<file path="config.mk">
export PLATFORM = sky130hd
export DESIGN_NAME = polyphonic_voice_allocator_core
export DESIGN_NICKNAME = d
export VERILOG_FILES = /design/src/pva_pkg.sv /design/src/polyphonic_voice_allocator_core.sv /design/src/pva_voice_ram.sv /design/src/pva_pick.sv /design/src/pva_seq.sv
export SDC_FILE = /design/constraint.sdc
export NUM_CORES = 2
export LEC_CHECK = 0
export ABC_CLOCK_PERIOD_IN_PS = 6600
export BUFFER_PORTS_ARGS = -buffer_cell sky130_fd_sc_hd__buf_2
export CAP_MARGIN = 20
export CORE_MARGIN = 2
export CORE_UTILIZATION = 38
export DETAILED_ROUTE_END_ITERATION = 6
export SKIP_CTS_REPAIR_TIMING = 1
export SLEW_MARGIN = 15
export SYNTH_ARGS = -nofsm -noshare
export SYNTH_HDL_FRONTEND = slang
export SYNTH_HIERARCHICAL = 1
export SYNTH_SLANG_ARGS = --single-unit
</file>
<file path="constraint.sdc">
create_clock -name clk_i -period 6.6 [get_ports clk_i]
set_input_delay 0.66 -clock clk_i [delete_from_list [all_inputs] [get_ports clk_i]]
set_output_delay 0.66 -clock clk_i [all_outputs]
set_load 0.01 [all_outputs]
</file>
<file path="src/pva_pkg.sv">
// Package for the polyphonic voice allocator: sizes, event decoding,
// sequencer states and the structs passed between its modules. No dependencies.
`default_nettype none

package pva_pkg;

  localparam int NUM_VOICES   = 32;
  localparam int NUM_PARTIALS = 4;
  localparam int VIDX_W       = (NUM_VOICES > 1) ? $clog2(NUM_VOICES) : 1;

  localparam int MODE_W  = 3;
  localparam int CH_W    = 4;
  localparam int KEY_W   = 7;
  localparam int VEL_W   = 7;
  localparam int VSEL_W  = 5;
  localparam int PSEL_W  = 2;
  localparam int VOUT_W  = 5;
  localparam int CNT_W   = 6;
  localparam int STAMP_W = 32;

  localparam logic [MODE_W-1:0] MODE_NOTE_ON   = 3'd0;
  localparam logic [MODE_W-1:0] MODE_NOTE_OFF  = 3'd1;
  localparam logic [MODE_W-1:0] MODE_ALL_OFF   = 3'd2;
  localparam logic [MODE_W-1:0] MODE_PART_DONE = 3'd3;
  localparam logic [MODE_W-1:0] MODE_SWEEP     = 3'd4;

  typedef logic [VIDX_W-1:0] vidx_t;

  typedef enum logic [2:0] {
    OP_NONE,
    OP_NOTE_ON,
    OP_NOTE_OFF,
    OP_ALL_OFF,
    OP_PART_DONE,
    OP_SWEEP
  } op_e;

  typedef enum logic [2:0] {
    S_IDLE,
    S_SCAN,
    S_DRAIN,
    S_PDONE,
    S_COMMIT,
    S_FIN
  } state_e;

  typedef struct packed {
    logic in_ready;
    logic start;
    logic proc;
    logic pdone;
    logic commit;
    logic fin;
  } seq_ctrl_t;

  typedef struct packed {
    logic [CH_W-1:0]    channel;
    logic [KEY_W-1:0]   key;
    logic [STAMP_W-1:0] stamp;
  } voice_ent_t;

  // A note on with zero velocity behaves as a note off.
  function automatic op_e decode_op(logic [MODE_W-1:0] mode, logic [VEL_W-1:0] vel);
    op_e op;
    unique case (mode)
      MODE_NOTE_ON:   op = (vel != '0) ? OP_NOTE_ON : OP_NOTE_OFF;
      MODE_NOTE_OFF:  op = OP_NOTE_OFF;
      MODE_ALL_OFF:   op = OP_ALL_OFF;
      MODE_PART_DONE: op = OP_PART_DONE;
      MODE_SWEEP:     op = OP_SWEEP;
      default:        op = OP_NONE;
    endcase
    return op;
  endfunction

endpackage

`default_nettype wire

</file>
<file path="src/polyphonic_voice_allocator_core.sv">
// Top level of the polyphonic voice allocator: voice status flops, counters,
// result register. Uses pva_pkg, pva_seq, pva_pick and pva_voice_ram.
//
//  Channel | Handshake               | Payload
//  --------+-------------------------+---------------------------------------------
//  input   | in_valid_i / in_ready_o | mode_i channel_i key_i velocity_i
//          |                         | part_mask_i voice_sel_i part_sel_i
//  output  | out_valid_o/out_ready_i | voice_index_o stolen_o active_count_o
//
// Note on, note off, all-notes-off and sweep events scan the voice table one
// voice per cycle; a note on passes its active voices through the shared age
// unit. Note off, all-notes-off and sweep have no commit step, and a note on
// that meets a free voice ends its scan early. The scan goes through the
// table memory's single read port. Reset clears the active and partial bits,
// the sequence counter and the voice count at once; the table memory is not
// cleared. A finished result sits in the output register while the next item
// is taken and worked on; only the final step of that item waits for the
// register.
`default_nettype none

module polyphonic_voice_allocator_core (
  input  wire logic                       clk_i,
  input  wire logic                       rst_ni,
  input  wire logic                       in_valid_i,
  output logic                            in_ready_o,
  input  wire logic [pva_pkg::MODE_W-1:0] mode_i,
  input  wire logic [pva_pkg::CH_W-1:0]   channel_i,
  input  wire logic [pva_pkg::KEY_W-1:0]  key_i,
  input  wire logic [pva_pkg::VEL_W-1:0]  velocity_i,
  input  wire logic [pva_pkg::NUM_PARTIALS-1:0] part_mask_i,
  input  wire logic [pva_pkg::VSEL_W-1:0] voice_sel_i,
  input  wire logic [pva_pkg::PSEL_W-1:0] part_sel_i,
  output logic                            out_valid_o,
  input  wire logic                       out_ready_i,
  output logic [pva_pkg::VOUT_W-1:0]      voice_index_o,
  output logic                            stolen_o,
  output logic [pva_pkg::CNT_W-1:0]       active_count_o
);
  import pva_pkg::*;

  // Per-voice status lives in flops so that reset clears it at once.
  logic [NUM_VOICES-1:0]                   active_q, active_d;
  logic [NUM_VOICES-1:0][NUM_PARTIALS-1:0] on_q, on_d;
  logic [NUM_VOICES-1:0][NUM_PARTIALS-1:0] rel_q, rel_d;

  logic [STAMP_W-1:0] seq_q, seq_d;
  logic [CNT_W-1:0]   count_q, count_d;
  logic [CNT_W-1:0]   acc_q, acc_d;

  // The event being worked on.
  op_e                     op_q, op_in;
  logic [CH_W-1:0]         ch_q;
  logic [KEY_W-1:0]        key_q;
  logic [NUM_PARTIALS-1:0] mask_q;
  logic [PSEL_W-1:0]       psel_q;
  logic                    vsel_ok_q;

  logic               out_valid_q, out_valid_d;
  logic [VOUT_W-1:0]  voice_index_q;
  logic               stolen_q;
  logic [CNT_W-1:0]   active_count_q;

  seq_ctrl_t  ctrl;
  vidx_t      addr, idx, pick_idx;
  voice_ent_t ent, wr_ent;
  logic       reused, out_free, free_hit, pick_step, released;
  logic       act_i, ch_hit, key_hit, new_act, recount_op;
  logic [NUM_PARTIALS-1:0] on_i, rel_i;

  assign op_in      = decode_op(mode_i, velocity_i);
  assign out_free   = !out_valid_q || out_ready_i;
  assign recount_op = (op_q == OP_ALL_OFF) || (op_q == OP_SWEEP);

  pva_seq u_seq (
    .clk_i       (clk_i),
    .rst_ni      (rst_ni),
    .in_valid_i  (in_valid_i),
    .op_in_i     (op_in),
    .op_q_i      (op_q),
    .voice_sel_i (voice_sel_i),
    .free_hit_i  (free_hit),
    .out_free_i  (out_free),
    .ctrl_o      (ctrl),
    .addr_o      (addr),
    .idx_o       (idx)
  );

  assign wr_ent.channel = ch_q;
  assign wr_ent.key     = key_q;
  assign wr_ent.stamp   = seq_q;

  pva_voice_ram u_ram (
    .clk_i   (clk_i),
    .we_i    (ctrl.commit),
    .waddr_i (pick_idx),
    .wdata_i (wr_ent),
    .raddr_i (addr),
    .rdata_o (ent)
  );

  // Status of the voice whose table entry the memory presents this cycle.
  assign act_i    = active_q[idx];
  assign on_i     = on_q[idx];
  assign rel_i    = rel_q[idx];
  assign ch_hit   = (ent.channel == ch_q);
  assign key_hit  = (ent.key == key_q);
  assign released = (on_i & ~rel_i) == '0;

  // A note on stops at the first inactive voice; active voices go through
  // the age unit.
  assign free_hit  = ctrl.proc && (op_q == OP_NOTE_ON) && !act_i;
  assign pick_step = ctrl.proc && (op_q == OP_NOTE_ON) && act_i;

  pva_pick u_pick (
    .clk_i      (clk_i),
    .rst_ni     (rst_ni),
    .clear_i    (ctrl.start),
    .free_i     (free_hit),
    .step_i     (pick_step),
    .released_i (released),
    .idx_i      (idx),
    .seq_i      (seq_q),
    .stamp_i    (ent.stamp),
    .pick_o     (pick_idx),
    .reused_o   (reused)
  );

  // Whether the scanned voice is still active once this event is applied;
  // this feeds the recount of all-notes-off and sweep.
  always_comb begin
    unique case (op_q)
      OP_ALL_OFF: new_act = act_i && !ch_hit;
      OP_SWEEP:   new_act = act_i && (on_i != '0);
      default:    new_act = act_i;
    endcase
  end

  always_comb begin
    active_d = active_q;
    on_d     = on_q;
    rel_d    = rel_q;
    seq_d    = seq_q;
    count_d  = count_q;
    acc_d    = acc_q;

    if (ctrl.start) begin
      acc_d = '0;
      if (op_in == OP_NOTE_ON) begin
        seq_d = seq_q + 1'b1;
      end
    end

    if (ctrl.proc) begin
      unique case (op_q)
        OP_NOTE_OFF: begin
          if (act_i && ch_hit && key_hit) begin
            rel_d[idx] = rel_i | on_i;
          end
        end
        OP_ALL_OFF: begin
          if (act_i && ch_hit) begin
            active_d[idx] = 1'b0;
            on_d[idx]     = '0;
            rel_d[idx]    = '0;
          end
          acc_d = acc_q + CNT_W'(new_act);
        end
        OP_SWEEP: begin
          if (act_i && (on_i == '0)) begin
            active_d[idx] = 1'b0;
          end
          acc_d = acc_q + CNT_W'(new_act);
        end
        default: ;
      endcase
    end

    // A finished partial is dropped only when it was on and released.
    if (ctrl.pdone && vsel_ok_q && act_i && on_i[psel_q] && rel_i[psel_q]) begin
      on_d[idx][psel_q]  = 1'b0;
      rel_d[idx][psel_q] = 1'b0;
    end

    if (ctrl.commit) begin
      active_d[pick_idx] = 1'b1;
      on_d[pick_idx]     = mask_q;
      rel_d[pick_idx]    = '0;
      if (!reused) begin
        count_d = count_q + 1'b1;
      end
    end

    if (ctrl.fin && recount_op) begin
      count_d = acc_q;
    end
  end

  always_comb begin
    out_valid_d = out_valid_q;
    if (ctrl.fin) begin
      out_valid_d = 1'b1;
    end else if (out_ready_i) begin
      out_valid_d = 1'b0;
    end
  end

  always_ff @(posedge clk_i or negedge rst_ni) begin
    if (!rst_ni) begin
      active_q    <= '0;
      on_q        <= '0;
      rel_q       <= '0;
      seq_q       <= '0;
      count_q     <= '0;
      op_q        <= OP_NONE;
      out_valid_q <= 1'b0;
    end else begin
      active_q    <= active_d;
      on_q        <= on_d;
      rel_q       <= rel_d;
      seq_q       <= seq_d;
      count_q     <= count_d;
      out_valid_q <= out_valid_d;
      if (ctrl.start) begin
        op_q <= op_in;
      end
    end
  end

  always_ff @(posedge clk_i) begin
    acc_q <= acc_d;
    if (ctrl.start) begin
      ch_q      <= channel_i;
      key_q     <= key_i;
      mask_q    <= part_mask_i;
      psel_q    <= part_sel_i;
      vsel_ok_q <= int'(voice_sel_i) < NUM_VOICES;
    end
    if (ctrl.fin) begin
      voice_index_q  <= (op_q == OP_NOTE_ON) ? VOUT_W'(pick_idx) : '0;
      stolen_q       <= (op_q == OP_NOTE_ON) && reused;
      active_count_q <= recount_op ? acc_q : count_q;
    end
  end

  assign in_ready_o     = ctrl.in_ready;
  assign out_valid_o    = out_valid_q;
  assign voice_index_o  = voice_index_q;
  assign stolen_o       = stolen_q;
  assign active_count_o = active_count_q;

`ifndef SYNTHESIS
  // Between events the running count agrees with the active bits.
  assert property (@(posedge clk_i) disable iff (!rst_ni)
    ctrl.in_ready |-> (count_q == CNT_W'($countones(active_q))))
    else $error("voice count differs from the number of active voices");

  // The voice chosen by a note on is active afterwards.
  assert property (@(posedge clk_i) disable iff (!rst_ni)
    ctrl.commit |=> active_q[$past(pick_idx)])
    else $error("allocated voice is not active");

  // A result appears only from the final step of an item.
  assert property (@(posedge clk_i) disable iff (!rst_ni)
    $rose(out_valid_q) |-> $past(ctrl.fin))
    else $error("result raised outside the final step");
`endif

endmodule

`default_nettype wire

</file>
<file path="src/pva_voice_ram.sv">
// Voice table memory: channel, key and note-on stamp of each voice.
// One write port, one read port with registered read data. Uses pva_pkg.
`default_nettype none

module pva_voice_ram (
  input  wire logic               clk_i,
  input  wire logic               we_i,
  input  wire pva_pkg::vidx_t     waddr_i,
  input  wire pva_pkg::voice_ent_t wdata_i,
  input  wire pva_pkg::vidx_t     raddr_i,
  output pva_pkg::voice_ent_t     rdata_o
);
  import pva_pkg::*;

  voice_ent_t mem [NUM_VOICES];
  voice_ent_t rdata_q;

  always_ff @(posedge clk_i) begin
    if (we_i) begin
      mem[waddr_i] <= wdata_i;
    end
    rdata_q <= mem[raddr_i];
  end

  assign rdata_o = rdata_q;

endmodule

`default_nettype wire

</file>
<file path="src/pva_pick.sv">
// Shared age unit: one stamp subtract and compare per scanned voice,
// tracking the first free, oldest released and oldest voice. Uses pva_pkg.
`default_nettype none

module pva_pick (
  input  wire logic                        clk_i,
  input  wire logic                        rst_ni,
  input  wire logic                        clear_i,
  input  wire logic                        free_i,
  input  wire logic                        step_i,
  input  wire logic                        released_i,
  input  wire pva_pkg::vidx_t              idx_i,
  input  wire logic [pva_pkg::STAMP_W-1:0] seq_i,
  input  wire logic [pva_pkg::STAMP_W-1:0] stamp_i,
  output pva_pkg::vidx_t                   pick_o,
  output logic                             reused_o
);
  import pva_pkg::*;

  logic               free_found_q, free_found_d;
  logic               rel_found_q, rel_found_d;
  vidx_t              free_idx_q, free_idx_d;
  vidx_t              lru_idx_q, lru_idx_d;
  vidx_t              rel_idx_q, rel_idx_d;
  logic [STAMP_W-1:0] lru_age_q, lru_age_d;
  logic [STAMP_W-1:0] rel_age_q, rel_age_d;
  logic [STAMP_W-1:0] age;

  // Age wraps modulo the stamp width, like the sequence counter.
  assign age = seq_i - stamp_i;

  always_comb begin
    free_found_d = free_found_q;
    rel_found_d  = rel_found_q;
    free_idx_d   = free_idx_q;
    lru_idx_d    = lru_idx_q;
    rel_idx_d    = rel_idx_q;
    lru_age_d    = lru_age_q;
    rel_age_d    = rel_age_q;
    if (clear_i) begin
      free_found_d = 1'b0;
      rel_found_d  = 1'b0;
      lru_age_d    = '0;
      rel_age_d    = '0;
    end else if (free_i) begin
      free_found_d = 1'b1;
      free_idx_d   = idx_i;
    end else if (step_i) begin
      // Ties favor the later voice, so equal ages replace the holder.
      if (age >= lru_age_q) begin
        lru_age_d = age;
        lru_idx_d = idx_i;
      end
      if (released_i && age >= rel_age_q) begin
        rel_found_d = 1'b1;
        rel_age_d   = age;
        rel_idx_d   = idx_i;
      end
    end
  end

  always_ff @(posedge clk_i or negedge rst_ni) begin
    if (!rst_ni) begin
      free_found_q <= 1'b0;
      rel_found_q  <= 1'b0;
    end else begin
      free_found_q <= free_found_d;
      rel_found_q  <= rel_found_d;
    end
  end

  always_ff @(posedge clk_i) begin
    free_idx_q <= free_idx_d;
    lru_idx_q  <= lru_idx_d;
    rel_idx_q  <= rel_idx_d;
    lru_age_q  <= lru_age_d;
    rel_age_q  <= rel_age_d;
  end

  assign pick_o   = free_found_q ? free_idx_q : (rel_found_q ? rel_idx_q : lru_idx_q);
  assign reused_o = !free_found_q;

endmodule

`default_nettype wire

</file>
<file path="src/pva_seq.sv">
// Event sequencer: state machine, voice scan address and the index of the
// voice whose table data is presented this cycle. Uses pva_pkg.
`default_nettype none

module pva_seq (
  input  wire logic                       clk_i,
  input  wire logic                       rst_ni,
  input  wire logic                       in_valid_i,
  input  wire pva_pkg::op_e               op_in_i,
  input  wire pva_pkg::op_e               op_q_i,
  input  wire logic [pva_pkg::VSEL_W-1:0] voice_sel_i,
  input  wire logic                       free_hit_i,
  input  wire logic                       out_free_i,
  output pva_pkg::seq_ctrl_t              ctrl_o,
  output pva_pkg::vidx_t                  addr_o,
  output pva_pkg::vidx_t                  idx_o
);
  import pva_pkg::*;

  localparam vidx_t LAST_VOICE = VIDX_W'(NUM_VOICES - 1);

  state_e state_q, state_d;
  vidx_t  addr_q, addr_d;
  vidx_t  idx_q, idx_d;
  logic   v1_q;
  logic   start;

  assign start = (state_q == S_IDLE) && in_valid_i;

  always_comb begin
    state_d = state_q;
    unique case (state_q)
      S_IDLE: begin
        if (in_valid_i) begin
          unique case (op_in_i)
            OP_PART_DONE: state_d = S_PDONE;
            OP_NONE:      state_d = S_FIN;
            default:      state_d = S_SCAN;
          endcase
        end
      end
      S_SCAN: begin
        if (free_hit_i) begin
          state_d = S_COMMIT;
        end else if (addr_q == LAST_VOICE) begin
          state_d = S_DRAIN;
        end
      end
      S_DRAIN:  state_d = (op_q_i == OP_NOTE_ON) ? S_COMMIT : S_FIN;
      S_PDONE:  state_d = S_FIN;
      S_COMMIT: state_d = S_FIN;
      S_FIN: begin
        if (out_free_i) begin
          state_d = S_IDLE;
        end
      end
      default:  state_d = S_IDLE;
    endcase
  end

  always_comb begin
    addr_d = addr_q;
    idx_d  = idx_q;
    if (start) begin
      addr_d = '0;
      idx_d  = VIDX_W'(voice_sel_i);
    end else if (state_q == S_SCAN) begin
      idx_d = addr_q;
      if (addr_q != LAST_VOICE) begin
        addr_d = addr_q + 1'b1;
      end
    end
  end

  always_comb begin
    ctrl_o.in_ready = (state_q == S_IDLE);
    ctrl_o.start    = start;
    ctrl_o.proc     = v1_q && ((state_q == S_SCAN) || (state_q == S_DRAIN));
    ctrl_o.pdone    = (state_q == S_PDONE);
    ctrl_o.commit   = (state_q == S_COMMIT);
    ctrl_o.fin      = (state_q == S_FIN) && out_free_i;
  end

  always_ff @(posedge clk_i or negedge rst_ni) begin
    if (!rst_ni) begin
      state_q <= S_IDLE;
      v1_q    <= 1'b0;
    end else begin
      state_q <= state_d;
      v1_q    <= (state_q == S_SCAN);
    end
  end

  always_ff @(posedge clk_i) begin
    addr_q <= addr_d;
    idx_q  <= idx_d;
  end

  assign addr_o = addr_q;
  assign idx_o  = idx_q;

endmodule

`default_nettype wire

</file>
; ---- Word level (Yosys, flattened, before mapping)
; Memory sizes are Yosys's and may differ from the RTL's. A register that Yosys moved wholly into a read port is not among the register bits.
; Cells that the tools add are included.
[totals]
inputBits = 36
word_cells = 265
mem_bits_rw = 1376
n_memories = 1
out_inout_bits = 14
register_bits = 460
[mem_list]
columns = name, words, width, rd, rd_ports_with_merged_regs, write_ports, line_no
row1 = u_ram.mem, 32, 43, 1, 1, 1, pva_voice_ram.sv:15  ; voice_ent_t mem [NUM_VOICES];
[op_classes]
magnitude_cmp = 8
reduce_logical = 53
bitwise_logic = 16
mux = 71
eq_ne = 23
addsub = 5
[op_table]
columns = cell, count
row1 = 2-to-1 mux 128 bit, 10
row2 = bitwise AND 128 bit, 5
row3 = NOT 128 bit, 3
row4 = bitwise mux 128 bit, 2
row5 = case mux 128 bit (2 select lines), 1
row6 = 2-to-1 mux 32 bit, 4
row7 = >= comparator 32 bit, 2
row8 = case mux 32 bit (2 select lines), 1
row9 = demux 4 bit (select 5 bit), 3
row10 = 2-to-1 mux 6 bit, 7
row11 = binary-select mux 4 bit (select 5 bit), 2
row12 = "adder 32 x 1 -> 32 bit, second input constant", 1
row13 = bitwise AND 32 bit, 1
row14 = NOT 32 bit, 1
row15 = OR 32 bit, 1
row16 = subtractor 32 bit, 1
row17 = case mux 3 bit (5 select lines), 2
row18 = logical AND 1 bit, 20
row19 = 2-to-1 mux 4 bit, 5
row20 = 2-to-1 mux 5 bit, 4
row21 = "equality test 3 x 2 -> 1 bit, second input constant", 6
row22 = 2-to-1 mux 1 bit, 17
row23 = "equality test 3 bit, second input constant", 5
row24 = nonzero test 2 bit, 7
row25 = 37 further kinds, 65

; ---- Longest topological paths before layout
[logic_depth]
ltp_word = 13
ltp_mapped = 25
ltp_nobuf = 23

; ---- Modules after synthesis
; The synthesis kept the hierarchy.
[by_module_without_submodules]
columns = module, cells_per_inst, n_inst, seq_area_each_um2, area_each_um2
row1 = pva_voice_ram, 3020, 1, 42180.5, 54487.3
row2 = polyphonic_voice_allocator_core, 1878, 1, 9248.9, 18756.7
row3 = pva_pick, 758, 1, 1781.7, 6359.8
row4 = pva_seq, 82, 1, 350.3, 767.0

; ---- Worst setup path before layout
; No wires, ideal clock.
[synth_timing]
kind = register to register
from = reg seq_q[0]
to = reg u_pick.lru_age_q[22]
slack_ps = 1978
t_arrival_ps = 4495
path_stages_with_launch = 26
period_less_slack_ps = 4622
setup_time_ps = 128
required_time_ps = 6472
n_path_buf = 2
cell_sequence = dfrtp_1 > inv_1 > ha_1 > inv_1 > fa_1 > a21oi_1 > nor2_1 > or2_2 > a211oi_1 > nor4_2 > o21bai_1 > a21oi_1 > xnor2_1 > inv_1 > ha_1 > a21o_1 > a21o_1 > a21oi_1 > nor2_1 > a211oi_1 > nand2_1 > o2111a_1 > buf_2 > buf_2 > mux2i_1 > nor2_1
[synth_via]
elab_chain_len = 3
[synth_rtl]
columns = element, line_no
row1 = start: declaration, polyphonic_voice_allocator_core.sv:46  ; logic [STAMP_W-1:0] seq_q, seq_d;
row2 = start signal: assignment, polyphonic_voice_allocator_core.sv:220  ; seq_q <= seq_d;
row3 = subtractor 32 bit, pva_pick.sv:30  ; assign age = seq_i - stamp_i;
row4 = named net u_pick.age[24], pva_pick.sv:27  ; logic [STAMP_W-1:0] age;
row5 = >= comparator 32 bit, pva_pick.sv:50  ; if (age >= lru_age_q) begin
row6 = AND reduction 3 bit (no line), --
row7 = end signal: assignment, pva_pick.sv:76  ; lru_age_q <= lru_age_d;
row8 = end: declaration, pva_pick.sv:25  ; logic [STAMP_W-1:0] lru_age_q, lru_age_d;
; The timed path passes the listed nets, and every way through them passes these cells.
; A chain may end at the register's enable or synchronous reset.

; ---- Final worst setup path
[layout_timing]
from = reg u_seq.idx_q[1] (netlist: u_seq/idx_o[1])
to = reg u_pick.rel_age_q[7]
[layout_via]
elab_chain_len = 7
elab_cells_between_ends = 15
cone_classes = mux: 6 / bitwise: 3 / reduce/logical: 6
[layout_rtl]
columns = element, line_no
row1 = start: declaration, pva_seq.sv:24  ; vidx_t idx_q, idx_d;
row2 = start signal: assignment, pva_seq.sv:96  ; idx_q <= idx_d;
row3 = binary-select mux 4 bit (select 5 bit), polyphonic_voice_allocator_core.sv:104  ; assign rel_i = rel_q[idx];
row4 = 2-to-1 mux 4 bit (implied by the code), polyphonic_voice_allocator_core.sv:104
row5 = NOT 4 bit, polyphonic_voice_allocator_core.sv:107  ; assign released = (on_i & ~rel_i) == '0;
row6 = bitwise AND 4 bit *, polyphonic_voice_allocator_core.sv:107
row7 = logical NOT 4 bit *, polyphonic_voice_allocator_core.sv:107
row8 = named net released, polyphonic_voice_allocator_core.sv:66  ; logic reused, out_free, free_hit, pick_step, released;
row9 = logical AND 1 bit *, pva_pick.sv:54  ; if (released_i && age >= rel_age_q) begin
row10 = AND reduction 3 bit (no line) *, --
row11 = end signal: assignment, pva_pick.sv:77  ; rel_age_q <= rel_age_d;
row12 = end: declaration, pva_pick.sv:26  ; logic [STAMP_W-1:0] rel_age_q, rel_age_d;
; The timed path passes the listed nets; every way through them passes the cells marked *. The select of a mux whose other input is x is not followed.

==> results by group <==
Status
  • Result of the run: completed

Floorplanning
  • Starting density of the core: 38.3%
  • Die Area: 215,000 um2
  • Number of rows in the core area: 168
  • CORE AREA: 210,000 um2
  • Horizontal die dimension: 464 um
  • Count of pins on the block boundary: 50
  • Chip Height: 464 um

Placed design
  • Placed wire-length estimate after detailed placement: 130,000 um
  • Cell Count Post-Placement: 8,441
  • Gpl congestion: 0.949
  • Count of port buffers added during placement: 49
  • Post-place instance area: 84,100 um2
  • Placement Setup Slack: 1420 ps

Synthesis
  • Most numerous cell in the Yosys netlist: edfxtp_1
  • Fraction of registers with async set/reset: 17.9%
  • Area leader, netlist: edfxtp_1
  • Multiplexer area fraction after synthesis: 12.8%
  • Synthesized instance count: 5,738
  • Post-synth top flop: edfxtp_1
  • Portion of synthesized cell area occupied by the leading cell type: 53.2%
  • Combinational family with the most area after synthesis: multiplexers
  • Syn Std Cell Area: 80,400 um2
  • Seq cells post-synth: 1,879
  • Synth warnings: 6
  • Adder-Cell Fraction of Synth Area: 1.60%
  • Syn Nets: 5,876
  • Number of enable-type register cells in the synthesized netlist: 1,425
  • Sequential area share after synthesis: 66.6%
  • Commonest cells post-synth: edfxtp_1, mux2i_1, a21oi_1
  • Synth Area in Compound Gates: 8.66%
  • Mean post-synth cell area: 14.0 um2
  • Count of unique library cells instantiated by Yosys: 93
  • Post-synthesis xor/xnor area fraction: 0.850%
  • Synth area leaders: edfxtp_1, mux2i_1, dfrtp_1, dfxtp_1, a21oi_1
  • Fraction of the mapped netlist area in simple logic gates: 6.44%

Clock network
  • Latest clock arrival within the worst-skew pair: 870 ps
  • Htree depth: 4
  • Clock tree from TritonCTS: built
  • Worst-case clock buffer depth: 3
  • Clock buffer count from CTS: 195
  • Root buffer cell: clkbuf_16
  • Sink count of the clock tree: 1,879
  • CTS clock-pin slew for the worst setup and hold paths: 60 ps

Global route
  • Combined global-route utilization of all metal layers: 20.6%
  • Largest net degree at the start of global routing: 130
  • Total overflow reported by the global router: 0
  • Initial antenna violation count: 6
  • Wire length of the first global-routing pass: 332,000 um
  • Via count of the first global-routing pass: 48,700

Timing
  • Count of endpoints failing setup in the final report: 0
  • RSZ-0062 raised after global routing: false
  • Timing-limited maximum frequency: 0.189 GHz
  • Headroom to the max-slew limit: 22.7%
  • Setup skew after layout: 98.1 ps
  • Final count of hold timing violations: 0
  • Worst Max-Slew Pin Slew: 1160 ps
  • Setup slack after layout: 1320 ps
  • Worst hold margin: 29.3 ps
  • Ratio of final minimum period to clock period: 80.0%
  • Crit path time final: 5280 ps
  • Final slew viol count: 0
  • Fin Setup TNS: 0 ps

Final layout
  • Layout Cells excl Fill: 8,843
  • Utilization of the core after routing: 43.3%
  • Post-route cell area: 90,800 um2
  • Share of layout cells above drive strength 1: 9.96%
  • Final layout net count: 6,000
  • Area growth, synth to finish: 13.0%

Worst setup path
  • Largest stage delay on the critical path: 880 ps
  • Most numerous cell on the critical path: mux2i_1
  • Crit path kind: flop to flop
  • Data arrival at the endpoint of the critical path: 5940 ps
  • Highest net fanout along the worst path: 30
  • Kind of launch point of the worst setup path: flop
  • Required arrival time at the worst endpoint: 7260 ps
  • Cells along the critical path: buf_12 -> mux2i_1 -> o22ai_1 -> nor4_1 -> nand2_1 -> a32oi_1 -> and2_1 -> nand3b_1 -> a2111oi_0 -> a21bo_2 -> buf_4 -> mux2i_1 -> nor2_1
  • Setup crit end kind: flop
  • CP max stage cell: edfxtp_1

Detailed routing
  • Average detailed-routed wire length per instance: 25.7 um
  • Detailed-route via count: 50,300
  • Count of routing violations after the opening detailed-route iteration: 5,242
  • Antenna-violating nets left: 0
  • Detail-routed via count per cell: 5.69
  • Drc violations: 0
  • DR pass1 iterations: 6
  • Detailed-route wire length: 228,000 um

Power
  • Peak supply drop: 0.000380 V
  • Static leakage: 35.6 nW
  • Cell internal power dissipation: 22.6 mW
  • Combinational group share of total power: 27.1%
  • Switching power total: 11.0 mW
  • Switching share of power: 32.8%
  • Clock group share of total power: 32.5%
  • Ratio of total power to cell area: 370 nW/um2
  • Total power: 33.6 mW
  • Sequential share of power: 40.3%

Flow run
  • Maxcap violations: 0

Min path
  • Path type of the worst min-delay path: input port to flop
## registers in the layout, indices dropped and copies added (netlist names), 5 cells and up
| register | cells |
|---|---|
| u_ram/mem | 1376 |
| on_q | 128 |
| rel_q | 128 |
| u_ram/rdata_o | 43 |
| active_q | 32 |
| seq_q | 32 |
| u_pick/lru_age_q | 32 |
| u_pick/rel_age_q | 32 |
| key_q | 7 |
| acc_q | 6 |
| active_count_o | 6 |
| count_q | 6 |
| u_pick/free_idx_q | 5 |
| u_pick/lru_idx_q | 5 |
| u_pick/rel_idx_q | 5 |
| u_seq/addr_o | 5 |
| u_seq/idx_o | 5 |
| voice_index_o | 5 |
## final timing paths
kind / from / endpoint / slack (ps) / depth (start not counted)
setup / recovery: u_seq/idx_o[1] / u_pick/rel_age_q[7] / 1320 / 13
hold / removal: key_i[2] / key_q[2] / 30 / 1
max in group asynchronous: rst_ni / on_q[111] / 4720 / 3
min in group asynchronous: rst_ni / rel_q[88] / 400 / 2
setup reg to reg: u_seq/idx_o[1] / u_pick/rel_age_q[7] / 1320 / 13
hold reg to reg: u_pick/rel_age_q[22] / u_pick/rel_age_q[22] / 480 / 2
## power groups by stage
stage	clock, mW	combinational, mW	sequential (mW)
after floorplan	0	6.61	13.6
after global placement	0	8.97	13.8
after detailed placement	0	9.01	13.8
after CTS	11.1	9.05	13.6
after global routing	11.6	9.74	13.6
final	10.9	9.13	13.6
## area by class of cell
type,count,area [um2]
Antenna cell,4,10.0
Clock buffer,269,5280
Clock inverter,100,1130
Fill cell,18800,119000
Inverter,112,423
Multi-Input combinational cell,3430,24800
Sequential cell,1879,53600
Tap cell,2805,3510
Timing Repair Buffer,244,2130
## routing by layer
metal,track usage [%],up-vias,part of all wire [%]
li1,-,22000,-
met5,0,-,0
met3,3.57,407,7.2
met1,29.2,25900,44
met2,32.0,1986,45
met4,6.90,0,3.1
## logic make-up after synthesis
group | after synthesis
muxes | 1029
buffers and inverters | 429
adders and majority gates | 102
xor gates and xnor gates | 78
AOI/OAI and AO/OA | 1123
and+or+nand+nor | 1098
DFF | 1879
## worst max-delay path, delay by kind of cell, from the launching register on
family,cells,cell delay [ps]
buffers and inverters,2,640
muxes,2,490
and+or+nand+nor,5,1630
AOI/OAI and AO/OA,4,1370
DFF,1,880
## cells in the final DEF (no fill, tap or decap), types with 48 or more instances in the layout
cell type and n:
a21oi_1 437, buf_2 48, o21ai_0 158, dfrtp_1 336, nor2_1 216, clkbuf_16 196, a31oi_1 48, inv_1 111
dfxtp_1 117, nand3_1 179, buf_4 143, a22o_1 87, a21o_1 61, o22ai_1 81, nand2_1 387, ha_1 101
nor3_1 68, a22oi_1 138, edfxtp_1 1425, clkbuf_1 63, mux2i_1 1025
No activity file was read; power rests on OpenSTA's default activity.
